## src/sv/apdc_pkg.sv

```systemverilog
`timescale 1ns / 1ps

package apdc_pkg;

  // Full-scale duty code and the width of the duty datapath
  localparam int unsigned DutyW    = 10;
  localparam logic [DutyW-1:0] DutyFull = 10'd1023;

  // Quotient bits resolved by the divider pipe, one per stage
  localparam int unsigned DivBits  = DutyW;

  // Field widths
  localparam int unsigned CmdW     = 16;
  localparam int unsigned BattW    = 16;
  localparam int unsigned DsrW     = BattW - 1;
  localparam int unsigned NumW     = CmdW + 8 + 3;
  localparam int unsigned ScaleW   = 16;
  localparam int unsigned CfgIdxW  = 3;
  localparam int unsigned CfgDataW = 16;

  // Configuration register indexes
  typedef enum logic [CfgIdxW-1:0] {
    CfgCompMode  = 3'd0,
    CfgRefVolt   = 3'd1,
    CfgBattMin   = 3'd2,
    CfgBattMax   = 3'd3,
    CfgDutyMin   = 3'd4,
    CfgDutyMax   = 3'd5,
    CfgInvert    = 3'd6,
    CfgPwmScale  = 3'd7
  } cfg_reg_e;

  // Per-item control that rides alongside the divider
  typedef struct packed {
    logic             enable;
    logic             ign;
    logic             inh;
    logic             linear;
    logic             force_full;
    logic             force_zero;
    logic [DutyW-1:0] lim_cmd;
  } ctl_t;

  // Restoring-division working state
  typedef struct packed {
    logic [NumW-1:0]    rem;
    logic [DsrW-1:0]    dsr;
    logic [DivBits-1:0] quo;
  } div_t;

endpackage

```

## src/sv/actuator_pwm_duty_conditioner_unit.sv

```systemverilog
`timescale 1ns / 1ps

// Actuator PWM duty conditioner.
// Input channel: pulse start_i with a control tick on req_cmd_i, batt_voltage_i,
// ignition_on_i and cmd_inhibit_i; the tick is taken at any edge where start_i
// is high and busy_o is low. busy_o never rises, so a tick may enter every cycle.
// Result channel: res_valid_o is high for one cycle with comp_cmd_o,
// drive_enable_o, dormant_o, applied_duty_o and pwm_value_o. The receiver
// cannot hold results off and none is needed: nothing stalls inside.
// Pipeline: a tick passes the input, product and range check stages, then the
// divider pipe that resolves one quotient bit per stage (10 stages), then the
// limit and PWM multiply stages.
// Throughput: one tick per cycle.
// Configuration: cfg_valid_i / cfg_ready_o with cfg_index_i and cfg_data_i;
// cfg_ready_o is always high. Write only while no tick is in flight.
// Reset: rst_ni clears all valid bits and returns the registers to their
// defaults (duty_max 255, pwm_scale 1, the rest zero); no clearing pass.
module actuator_pwm_duty_conditioner_unit (
  input  logic                                 clk_i,
  input  logic                                 rst_ni,
  // tick input
  input  logic                                 start_i,
  output logic                                 busy_o,
  input  logic [apdc_pkg::CmdW-1:0]            req_cmd_i,
  input  logic signed [apdc_pkg::BattW-1:0]    batt_voltage_i,
  input  logic                                 ignition_on_i,
  input  logic                                 cmd_inhibit_i,
  // result output
  output logic                                 res_valid_o,
  output logic [apdc_pkg::DutyW-1:0]           comp_cmd_o,
  output logic                                 drive_enable_o,
  output logic                                 dormant_o,
  output logic [apdc_pkg::DutyW-1:0]           applied_duty_o,
  output logic [apdc_pkg::ScaleW-1:0]          pwm_value_o,
  // configuration write
  input  logic                                 cfg_valid_i,
  output logic                                 cfg_ready_o,
  input  apdc_pkg::cfg_reg_e                   cfg_index_i,
  input  logic [apdc_pkg::CfgDataW-1:0]        cfg_data_i
);

  import apdc_pkg::*;

  localparam int unsigned Latency = DivBits + 5;

  // ---------------------------------------------------------------------------
  // Configuration registers
  // ---------------------------------------------------------------------------
  logic              comp_mode_q;
  logic [7:0]        ref_volt_q;
  logic [7:0]        batt_min_q;
  logic [7:0]        batt_max_q;
  logic [7:0]        duty_min_q;
  logic [7:0]        duty_max_q;
  logic              invert_q;
  logic [ScaleW-1:0] pwm_scale_q;

  assign cfg_ready_o = 1'b1;
  assign busy_o      = 1'b0;

  // Take a configuration transaction
  always_ff @(posedge clk_i or negedge rst_ni) begin
    if (!rst_ni) begin
      comp_mode_q <= 1'b0;
      ref_volt_q  <= 8'd0;
      batt_min_q  <= 8'd0;
      batt_max_q  <= 8'd0;
      duty_min_q  <= 8'd0;
      duty_max_q  <= 8'd255;
      invert_q    <= 1'b0;
      pwm_scale_q <= 16'd1;
    end else if (cfg_valid_i && cfg_ready_o) begin
      case (cfg_index_i)
        CfgCompMode: comp_mode_q <= cfg_data_i[0];
        CfgRefVolt:  ref_volt_q  <= cfg_data_i[7:0];
        CfgBattMin:  batt_min_q  <= cfg_data_i[7:0];
        CfgBattMax:  batt_max_q  <= cfg_data_i[7:0];
        CfgDutyMin:  duty_min_q  <= cfg_data_i[7:0];
        CfgDutyMax:  duty_max_q  <= cfg_data_i[7:0];
        CfgInvert:   invert_q    <= cfg_data_i[0];
        CfgPwmScale: pwm_scale_q <= cfg_data_i[ScaleW-1:0];
        default: ;
      endcase
    end
  end

  // ---------------------------------------------------------------------------
  // Stage 1: input register
  // ---------------------------------------------------------------------------
  logic                    s1_vld_q;
  logic [CmdW-1:0]         s1_cmd_q;
  logic signed [BattW-1:0] s1_batt_q;
  logic                    s1_ign_q;
  logic                    s1_inh_q;

  always_ff @(posedge clk_i or negedge rst_ni) begin
    if (!rst_ni) begin
      s1_vld_q <= 1'b0;
    end else begin
      s1_vld_q <= start_i && !busy_o;
    end
  end

  always_ff @(posedge clk_i) begin
    s1_cmd_q  <= req_cmd_i;
    s1_batt_q <= batt_voltage_i;
    s1_ign_q  <= ignition_on_i;
    s1_inh_q  <= cmd_inhibit_i;
  end

  // ---------------------------------------------------------------------------
  // Stage 2: numerator product, battery window, plain limit
  // ---------------------------------------------------------------------------
  logic                    s2_vld_q;
  logic [NumW-1:0]         s2_num_q, s2_num_d;
  logic [CmdW+7:0]         s2_prod;
  logic [BattW-1:0]        s2_batt_q;
  ctl_t                    s2_ctl_q, s2_ctl_d;
  logic signed [BattW-1:0] win_lo, win_hi;

  always_comb begin
    win_lo   = $signed({5'd0, batt_min_q, 3'd0});
    win_hi   = $signed({5'd0, batt_max_q, 3'd0});
    // Full-width product of command and reference, then times eight
    s2_prod  = (CmdW+8)'(s1_cmd_q) * (CmdW+8)'(ref_volt_q);
    s2_num_d = {s2_prod, 3'd0};
    s2_ctl_d.enable     = (s1_batt_q > win_lo) && (s1_batt_q < win_hi);
    s2_ctl_d.ign        = s1_ign_q;
    s2_ctl_d.inh        = s1_inh_q;
    s2_ctl_d.linear     = comp_mode_q;
    s2_ctl_d.force_full = (s1_batt_q == '0);
    s2_ctl_d.force_zero = s1_batt_q[BattW-1];
    s2_ctl_d.lim_cmd    = (|s1_cmd_q[CmdW-1:DutyW]) ? DutyFull : s1_cmd_q[DutyW-1:0];
  end

  always_ff @(posedge clk_i or negedge rst_ni) begin
    if (!rst_ni) begin
      s2_vld_q <= 1'b0;
    end else begin
      s2_vld_q <= s1_vld_q;
    end
  end

  always_ff @(posedge clk_i) begin
    s2_num_q  <= s2_num_d;
    s2_batt_q <= s1_batt_q;
    s2_ctl_q  <= s2_ctl_d;
  end

  // ---------------------------------------------------------------------------
  // Stage 3: saturation check, load the divider
  // ---------------------------------------------------------------------------
  logic   dv_vld_q [DivBits+1];
  div_t   dv_q     [DivBits+1];
  ctl_t   dv_ctl_q [DivBits+1];
  div_t   dv_in_d;
  ctl_t   dv_in_ctl_d;
  logic [NumW-1:0] sat_lim;

  always_comb begin
    sat_lim        = NumW'({s2_batt_q[DsrW-1:0], {DivBits{1'b0}}});
    dv_in_d.rem    = s2_num_q;
    dv_in_d.dsr    = s2_batt_q[DsrW-1:0];
    dv_in_d.quo    = '0;
    dv_in_ctl_d    = s2_ctl_q;
    // Quotient of 1024 or more saturates to full scale
    if (s2_num_q >= sat_lim) begin
      dv_in_ctl_d.force_full = 1'b1;
    end
  end

  always_ff @(posedge clk_i or negedge rst_ni) begin
    if (!rst_ni) begin
      dv_vld_q[0] <= 1'b0;
    end else begin
      dv_vld_q[0] <= s2_vld_q;
    end
  end

  always_ff @(posedge clk_i) begin
    dv_q[0]     <= dv_in_d;
    dv_ctl_q[0] <= dv_in_ctl_d;
  end

  // ---------------------------------------------------------------------------
  // Stages 4..13: restoring division, one quotient bit per stage, MSB first
  // ---------------------------------------------------------------------------
  for (genvar i = 0; i < DivBits; i++) begin : g_div
    localparam int unsigned Bit = DivBits - 1 - i;
    div_t            st_d;
    logic [NumW-1:0] trial;

    always_comb begin
      trial = NumW'(dv_q[i].dsr) << Bit;
      st_d  = dv_q[i];
      if (dv_q[i].rem >= trial) begin
        st_d.rem      = dv_q[i].rem - trial;
        st_d.quo[Bit] = 1'b1;
      end
    end

    always_ff @(posedge clk_i or negedge rst_ni) begin
      if (!rst_ni) begin
        dv_vld_q[i+1] <= 1'b0;
      end else begin
        dv_vld_q[i+1] <= dv_vld_q[i];
      end
    end

    always_ff @(posedge clk_i) begin
      dv_q[i+1]     <= st_d;
      dv_ctl_q[i+1] <= dv_ctl_q[i];
    end
  end

  // ---------------------------------------------------------------------------
  // Stage 14: pick the command, clamp to the duty range, invert
  // ---------------------------------------------------------------------------
  ctl_t             fin_ctl;
  logic [DutyW-1:0] comp_d, duty_lo, duty, applied_d;
  logic [DutyW-1:0] lo_lim, hi_lim;
  logic             s14_vld_q;
  logic [DutyW-1:0] s14_comp_q, s14_applied_q;
  logic             s14_en_q, s14_gate_q;

  always_comb begin
    fin_ctl = dv_ctl_q[DivBits];
    lo_lim  = {duty_min_q, 2'b00};
    hi_lim  = {duty_max_q, 2'b00};
    // Select compensated or plainly limited command
    if (!fin_ctl.linear) begin
      comp_d = fin_ctl.lim_cmd;
    end else if (fin_ctl.force_zero) begin
      comp_d = '0;
    end else if (fin_ctl.force_full) begin
      comp_d = DutyFull;
    end else begin
      comp_d = dv_q[DivBits].quo;
    end
    // Clamp lower bound first, upper bound last
    duty_lo = (comp_d < lo_lim) ? lo_lim : comp_d;
    if (comp_d != '0 && fin_ctl.enable) begin
      duty = (duty_lo > hi_lim) ? hi_lim : duty_lo;
    end else begin
      duty = '0;
    end
    // Invert: zero duty maps to full scale, else 1024 minus duty
    if (!invert_q) begin
      applied_d = duty;
    end else if (duty == '0) begin
      applied_d = DutyFull;
    end else begin
      applied_d = DutyW'(~duty + 1'b1);
    end
  end

  always_ff @(posedge clk_i or negedge rst_ni) begin
    if (!rst_ni) begin
      s14_vld_q <= 1'b0;
    end else begin
      s14_vld_q <= dv_vld_q[DivBits];
    end
  end

  always_ff @(posedge clk_i) begin
    s14_comp_q    <= comp_d;
    s14_applied_q <= applied_d;
    s14_en_q      <= fin_ctl.enable;
    s14_gate_q    <= fin_ctl.ign && !fin_ctl.inh;
  end

  // ---------------------------------------------------------------------------
  // Stage 15: PWM scaling and result register
  // ---------------------------------------------------------------------------
  logic [DutyW+ScaleW-1:0] pwm_prod;
  logic                    res_vld_q;
  logic [DutyW-1:0]        res_comp_q, res_applied_q;
  logic                    res_en_q, res_dormant_q;
  logic [ScaleW-1:0]       res_pwm_q, res_pwm_d;

  always_comb begin
    pwm_prod  = s14_applied_q * pwm_scale_q;
    res_pwm_d = s14_gate_q ? pwm_prod[ScaleW-1:0] : '0;
  end

  always_ff @(posedge clk_i or negedge rst_ni) begin
    if (!rst_ni) begin
      res_vld_q <= 1'b0;
    end else begin
      res_vld_q <= s14_vld_q;
    end
  end

  always_ff @(posedge clk_i) begin
    res_comp_q    <= s14_comp_q;
    res_applied_q <= s14_applied_q;
    res_en_q      <= s14_en_q;
    res_dormant_q <= (s14_comp_q == '0);
    res_pwm_q     <= res_pwm_d;
  end

  assign res_valid_o    = res_vld_q;
  assign comp_cmd_o     = res_comp_q;
  assign drive_enable_o = res_en_q;
  assign dormant_o      = res_dormant_q;
  assign applied_duty_o = res_applied_q;
  assign pwm_value_o    = res_pwm_q;

`ifndef SYNTHESIS
  // Every accepted tick yields its result at the end of the pipeline
  a_latency: assert property (@(posedge clk_i) disable iff (!rst_ni)
    (start_i && !busy_o) |-> ##Latency res_valid_o)
    else $error("accepted tick produced no result at the expected cycle");

  // No result without a tick accepted at the matching cycle
  a_no_spurious: assert property (@(posedge clk_i) disable iff (!rst_ni)
    res_valid_o |-> $past(start_i && !busy_o, Latency))
    else $error("result without a matching accepted tick");

  // Inactive command gives either zero or full-scale (inverted) duty
  a_inactive_duty: assert property (@(posedge clk_i) disable iff (!rst_ni)
    (res_valid_o && (dormant_o || !drive_enable_o) && applied_duty_o != DutyFull)
      |-> applied_duty_o == '0)
    else $error("inactive command produced a nonzero clamped duty");
`endif

endmodule
```

## config.mk

```make
export PLATFORM = sky130hd
export DESIGN_NAME = actuator_pwm_duty_conditioner_unit
export DESIGN_NICKNAME = d
export VERILOG_FILES = /design/src/sv/apdc_pkg.sv /design/src/sv/actuator_pwm_duty_conditioner_unit.sv
export SDC_FILE = /design/constraint.sdc
export NUM_CORES = 2
export LEC_CHECK = 0
export ABC_AREA = 1
export BUFFER_PORTS_ARGS = -buffer_cell sky130_fd_sc_hd__buf_2
export CAP_MARGIN = 20
export CELL_PAD_IN_SITES_DETAIL_PLACEMENT = 0
export CELL_PAD_IN_SITES_GLOBAL_PLACEMENT = 1
export CORE_ASPECT_RATIO = 0.6
export CORE_UTILIZATION = 49
export DETAILED_ROUTE_END_ITERATION = 10
export MAX_ROUTING_LAYER = met4
export PLACE_DENSITY = 0.83
export SLEW_MARGIN = 10
export SYNTH_ARGS = -nofsm -noshare
export SYNTH_HDL_FRONTEND = slang
export SYNTH_SLANG_ARGS = --single-unit
```

## constraint.sdc

```tcl
create_clock -name clk_i -period 6.55 [get_ports clk_i]
set_input_delay 0.3275 -clock clk_i [delete_from_list [all_inputs] [get_ports clk_i]]
set_output_delay 0.3275 -clock clk_i [all_outputs]
set_load 0.02 [all_outputs]
```

Yosys cells after proc, flatten, opt, wreduce, memory -nomap -nowiden. Memories as Yosys holds them, arrays and structs flattened. Index checks and enable logic that the tools add are counted.

Flip-flop bits (word level): 222. Memory bits (writable): 748. Input port bits: 57. Output and inout port bits: 41. Word-level logic and storage cells: 130. Memories: 2.

Memories: dv_q (words 11, width 52, read ports 11, clocked after memory_dff 0, wr ports 11, line actuator_pwm_duty_conditioner_unit.sv:154) `div_t dv_q [DivBits+1];`; dv_ctl_q (words 11, width 16, read ports 11, clocked after memory_dff 0, wr ports 11, line actuator_pwm_duty_conditioner_unit.sv:155) `ctl_t dv_ctl_q [DivBits+1];`.

Add/sub/neg operators: 11. $mul: 2. Order comparisons: 15. Equality and inequality tests: 7. Multiplexer cells: 29. Bitwise gates (word level): 1. Reductions and logical operators: 18.

Operator list (number): two-way mux 27 bit (10); two-way mux 10 bit (8); >= comparator 27 x 15 -> 1 bit (1); >= comparator 27 x 16 -> 1 bit (1); >= comparator 27 x 17 -> 1 bit (1); >= comparator 27 x 18 -> 1 bit (1); >= comparator 27 x 19 -> 1 bit (1); >= comparator 27 x 20 -> 1 bit (1); >= comparator 27 x 21 -> 1 bit (1); >= comparator 27 x 22 -> 1 bit (1); >= comparator 27 x 23 -> 1 bit (1); >= comparator 27 x 24 -> 1 bit (1); >= comparator 27 x 25 -> 1 bit (1); subtractor 27 x 15 -> 27 bit (1); subtractor 27 x 16 -> 27 bit (1); subtractor 27 x 17 -> 27 bit (1); subtractor 27 x 18 -> 27 bit (1); subtractor 27 x 19 -> 27 bit (1); subtractor 27 x 20 -> 27 bit (1); subtractor 27 x 21 -> 27 bit (1); subtractor 27 x 22 -> 27 bit (1); subtractor 27 x 23 -> 27 bit (1); subtractor 27 x 24 -> 27 bit (1); multiplier 16 x 8 -> 24 bit (1); other kinds (19) (43).

Depth between registers and ports, before layout. An unclocked memory read counts as a cell.

Depth after elaboration: 13. Mapped depth: 30. Depth with buffers taken out: 29.

Worst setup path after synthesis. No wires, ideal clock.

Kind: register -> register. From: reg pwm_scale_q[0]. To: reg res_pwm_q[14] (netlist: pwm_value_o[14]). Setup time: 119 ps. Arrival time: 4904 ps. Required time: 6431 ps. Path slack: 1526 ps. Cell stages (with the launch flop): 22. Buffers on the path: 1. Clock period less this slack: 5024 ps. Path through: dfstp_2 clkbuf_1 nand2_1 fa_1 fa_1 inv_1 fa_1 fa_1 fa_1 ha_1 a21oi_1 o21ai_0 a21oi_1 nor2_1 o21ai_0 nand2_1 nand2_1 inv_1 o21ai_0 nand2_1 o21ai_0 a21oi_1.

Cells in the longest elaborated chain, start to end: 1.

Ends and longest elaborated chain: start, declared (line actuator_pwm_duty_conditioner_unit.sv:56) `logic [ScaleW-1:0] pwm_scale_q;`; start signal, assigned (line actuator_pwm_duty_conditioner_unit.sv:81) `CfgPwmScale: pwm_scale_q <= cfg_data_i[ScaleW-1:0];`; multiplier 10 x 16 -> 16 bit (line actuator_pwm_duty_conditioner_unit.sv:282) `pwm_prod = s14_applied_q * pwm_scale_q;`; end signal, assigned (line actuator_pwm_duty_conditioner_unit.sv:299) `res_pwm_q <= res_pwm_d;`; end, declared (line actuator_pwm_duty_conditioner_unit.sv:279) `logic [ScaleW-1:0] res_pwm_q, res_pwm_d;`.

Every way passes these cells. A chain may end at the register's enable or synchronous reset.

Worst setup path in the final report. Ends and elaborated chain as after synthesis.

==> flow_metrics.py <==
metrics = {
    "sta": {
        "min_period_ns": 5.280,
        "hold_violations": 0,
        "setup_tns_ns": 0,
        "final-setup-viol-count": 0,
        "slew_headroom_pct": 29.66,
        "fmax_mhz": 189.4,
        "timing.final.crit_share_pct": 80.61,
        "finalMaxSlewViolations": 0,
        "rsz0062_at_grt": "no",
        "fin_worst_skew_ns": 0.03142,
        "worstMarginPinSlew_ns": 1.045,
    },
    "detailed_routing": {
        "post-route-drc-count": 0,
        "wl_per_cell_microns": 15.42,
        "drtAntennaViolNets": 0,
        "drt_iter0_drc": 1864,
        "wl_met1_mm": 44.57,
        "wl_mm": 79.89,
        "viasPerCell": 4.845,
        "wl_met3_mm": 4.910,
        "first_pass_iters": 6,
        "met2_length_mm": 29.15,
        "dr_total_vias": 25100,
        "top_layer": "met4",
    },
    "global_routing": {
        "grt_pass1_vias": 24330,
        "grt_use_total_pct": 22.20,
        "antenna_found_initial": 4,
        "grt_max_degree": 67,
        "overflow": 0,
        "grt_first_pass_wirelength_mm": 130.7,
    },
    "worst_setup_path": {
        "r2r_slack_ns": 1.27,
        "r2r_end": "pwm_value_o[14]",
        "r2r_cells": 20,
        "critical_path_class": "flip-flop to flip-flop",
        "endpoint_kind": "flip-flop",
        "reg2reg_from": "pwm_scale_q[0]",
        "cp-start-kind": "flip-flop",
        "cp.required_ns": 7.09,
        "endpoint": "pwm_value_o[14]",
        "crit_start": "pwm_scale_q[0]",
        "path_max_fanout": 11,
        "arrival_ns": 5.82,
    },
    "yosys": {
        "synth_top_flop_cell": "dfxtp_1",
        "syn_area_sq_um": 36770,
        "async_reset_ff_share_pct": 8.629,
        "synth_top_family_by_area": "adder cells",
        "synth.distinct_cells": 64,
        "yosys.area_share.simple_pct": 13.38,
        "synth_edf_count": 0,
        "synthAdderAreaFrac_pct": 18.03,
        "synth-xor-area-share_pct": 4.717,
        "yosysWarnings": 0,
        "synth_mux_area_share_pct": 0.2450,
        "synth_compound_area_share_pct": 8.545,
        "synthCells": 4000,
        "yosysSeqAreaShare_pct": 47.09,
        "ys_ff_latch": 846,
        "syn_area_per_cell_sq_um": 9.192,
        "syn_nets": 4489,
    },
    "placed_design": {
        "place_area_sq_um": 38130,
        "gp_congestion": 0.9024,
        "hpwlAfterDp_mm": 60.92,
        "port_buffers": 95,
        "placed_cells": 4993,
    },
    "floorplanning": {
        "floorplan.die.width_microns": 355.6,
        "die_h_microns": 214.2,
        "dieArea_sq_um": 76170,
        "start_util_pct": 49.76,
        "num_rows": 77,
        "io-pin-count": 98,
        "fp.coreArea_sq_um": 73890,
    },
    "layout": {
        "layout.cells.non_filler": 5180,
        "drive_gt1_share_pct": 7.156,
        "final_area_sq_um": 41190,
        "fillers": 6581,
        "fin_util_pct": 55.75,
        "nets": 4620,
        "area_growth_pct": 12.04,
    },
    "clock_network": {
        "clock_latency_ns": 0.65,
        "cts_buffer_depth": 3,
        "cts_setup_buffers": 0,
        "clk_pin_slew_ns": 0.07,
        "root_buffer": "clkbuf_16",
        "cts_tree": "yes",
        "numCtsBuffers": 77,
        "h-tree-depth": 3,
        "cts.sinks": 846,
    },
    "worst_hold_path": {
        "hold-path-cell-count": 3,
        "min_path_type": "input port to flip-flop",
    },
    "run": {
        "drv_cap": 0,
    },
    "outcome": {
        "status": "finished clean",
    },
}
-- cell usage after synthesis (19+ instances only) --
library cell | n | share of area (%)
dfxtp_1 | 773 | 42
nand2_1 | 729 | 7.4
inv_1 | 669 | 6.8
ha_1 | 269 | 9.2
a21oi_1 | 243 | 3.3
nor2_1 | 220 | 2.2
o21ai_0 | 211 | 2.9
fa_1 | 163 | 8.9
xor2_1 | 107 | 2.5
xnor2_1 | 91 | 2.2
nand3_1 | 80 | 1.1
clkbuf_1 | 75 | 0.77
dfrtp_1 | 64 | 4.4
nand4_1 | 38 | 0.65
nor3_1 | 34 | 0.46
o21ai_1 | 20 | 0.27
nor4_1 | 19 | 0.32
-- kinds of logic after synthesis --
| family | count (synthesis) |
|---|---|
| xor gates and xnor gates | 198 |
| DFF | 846 |
| buffers and inverters | 769 |
| muxes | 8 |
| AOI/OAI and AO/OA | 574 |
| adders and majority gates | 432 |
| and+or+nand+nor | 1171 |
| other | 2 |
-- worst min path at each step --
stage | startpoint | end
finish | cfg_index_i[0] | invert_q
detailed placement | rst_ni | pwm_scale_q[9]
global placement | rst_ni | pwm_scale_q[9]
global route | cfg_index_i[2] | comp_mode_q
floorplan | rst_ni | batt_max_q[0]
CTS | cfg_index_i[0] | invert_q
-- per-layer routing --
| metal | vias to the layer above | track usage, % |
|---|---|---|
| met2 | 571 | 27.99 |
| met4 | 0 | 4.382 |
| met1 | 11600 | 35.93 |
| li1 | 12850 | - |
| met5 | - | - |
| met3 | 87 | 3.957 |
-- stage by stage --
step           worst slack [ns]  hold slack [ns]
6_report                  1.270          0.04531
5_1_grt                  0.8446          0.03997
4_1_cts                   1.284         0.003462
3_5_place_dp              1.294           0.1557
3_3_place_gp              1.269           0.1570
2_1_floorplan             1.526          0.03191
-- flip-flops by register name, indices dropped and copies added (netlist names), 10 cells and up --
register and flops:
s1_batt_q 16, s1_cmd_q 16, dv_q 448, s2_batt_q 15, s2_num_q 24, dv_vld_q 11, s14_applied_q 10, s14_comp_q 10
dv_in_ctl_d 15, applied_duty_o 10, pwm_scale_q 16, pwm_value_o 16, dv_ctl_q 176, comp_cmd_o 10
-- placed cells by master, fill, tap and decap left out, types with 6 or more instances in the layout --
| cell type | n |
|---|---|
| a211oi_1 | 11 |
| a21boi_1 | 6 |
| a21oi_1 | 243 |
| a31oi_1 | 18 |
| buf_2 | 94 |
| buf_4 | 7 |
| clkbuf_1 | 11 |
| clkbuf_16 | 79 |
| clkbuf_8 | 13 |
| clkinv_2 | 16 |
| dfrtp_1 | 64 |
| dfstp_2 | 9 |
| dfxtp_1 | 773 |
| dlygate4sd3_1 | 45 |
| fa_1 | 163 |
| ha_1 | 269 |
| inv_1 | 669 |
| mux2_2 | 8 |
| nand2_1 | 729 |
| nand2_2 | 9 |
| nand3_1 | 80 |
| nand3_2 | 9 |
| nand4_1 | 38 |
| nor2_1 | 220 |
| nor3_1 | 33 |
| nor4_1 | 19 |
| o211ai_1 | 11 |
| o21a_1 | 11 |
| o21ai_0 | 211 |
| o21ai_1 | 20 |
| o21bai_1 | 12 |
| or2_2 | 8 |
| xnor2_1 | 91 |
| xor2_1 | 107 |
-- layout make-up --
| cell class | count | area (sq um) | area share (%) |
|---|---|---|---|
| sequential | 846 | 17310 | 42.03 |
| multi-input combinational | 2385 | 16530 | 40.12 |
| inverter | 674 | 2531 | 6.144 |
| clock buffer | 103 | 2197 | 5.334 |
| tap | 987 | 1235 | 2.998 |
| timing repair buffer | 147 | 978.4 | 2.375 |
| clock inverter | 37 | 410.4 | 0.9962 |
| antenna | 1 | 2.502 | 0.006075 |
-- worst max-delay path: stages (launching register included) --
cell and delay [ns]:
dfstp_2 0.66, nand2_1 0.11, fa_1 0.53, fa_1 0.55, inv_1 0.06, fa_1 0.50
fa_1 0.52, fa_1 0.49, ha_1 0.38, a21oi_1 0.15, o21ai_0 0.09, a21oi_1 0.24
nor2_1 0.06, o21ai_0 0.20, nand2_1 0.10, nand2_1 0.07, inv_1 0.05, o21ai_0 0.14
nand2_1 0.08, o21ai_0 0.15, a21oi_1 0.05
-- repair_timing --
item	CTS	global route
hold endpoints to repair	53	0
gates resized for setup	0	0
hold buffers	45	0
Power is left out: the tool's default activity adds up to more than one toggle a clock period on the data nets, which glitch-free logic cannot reach.
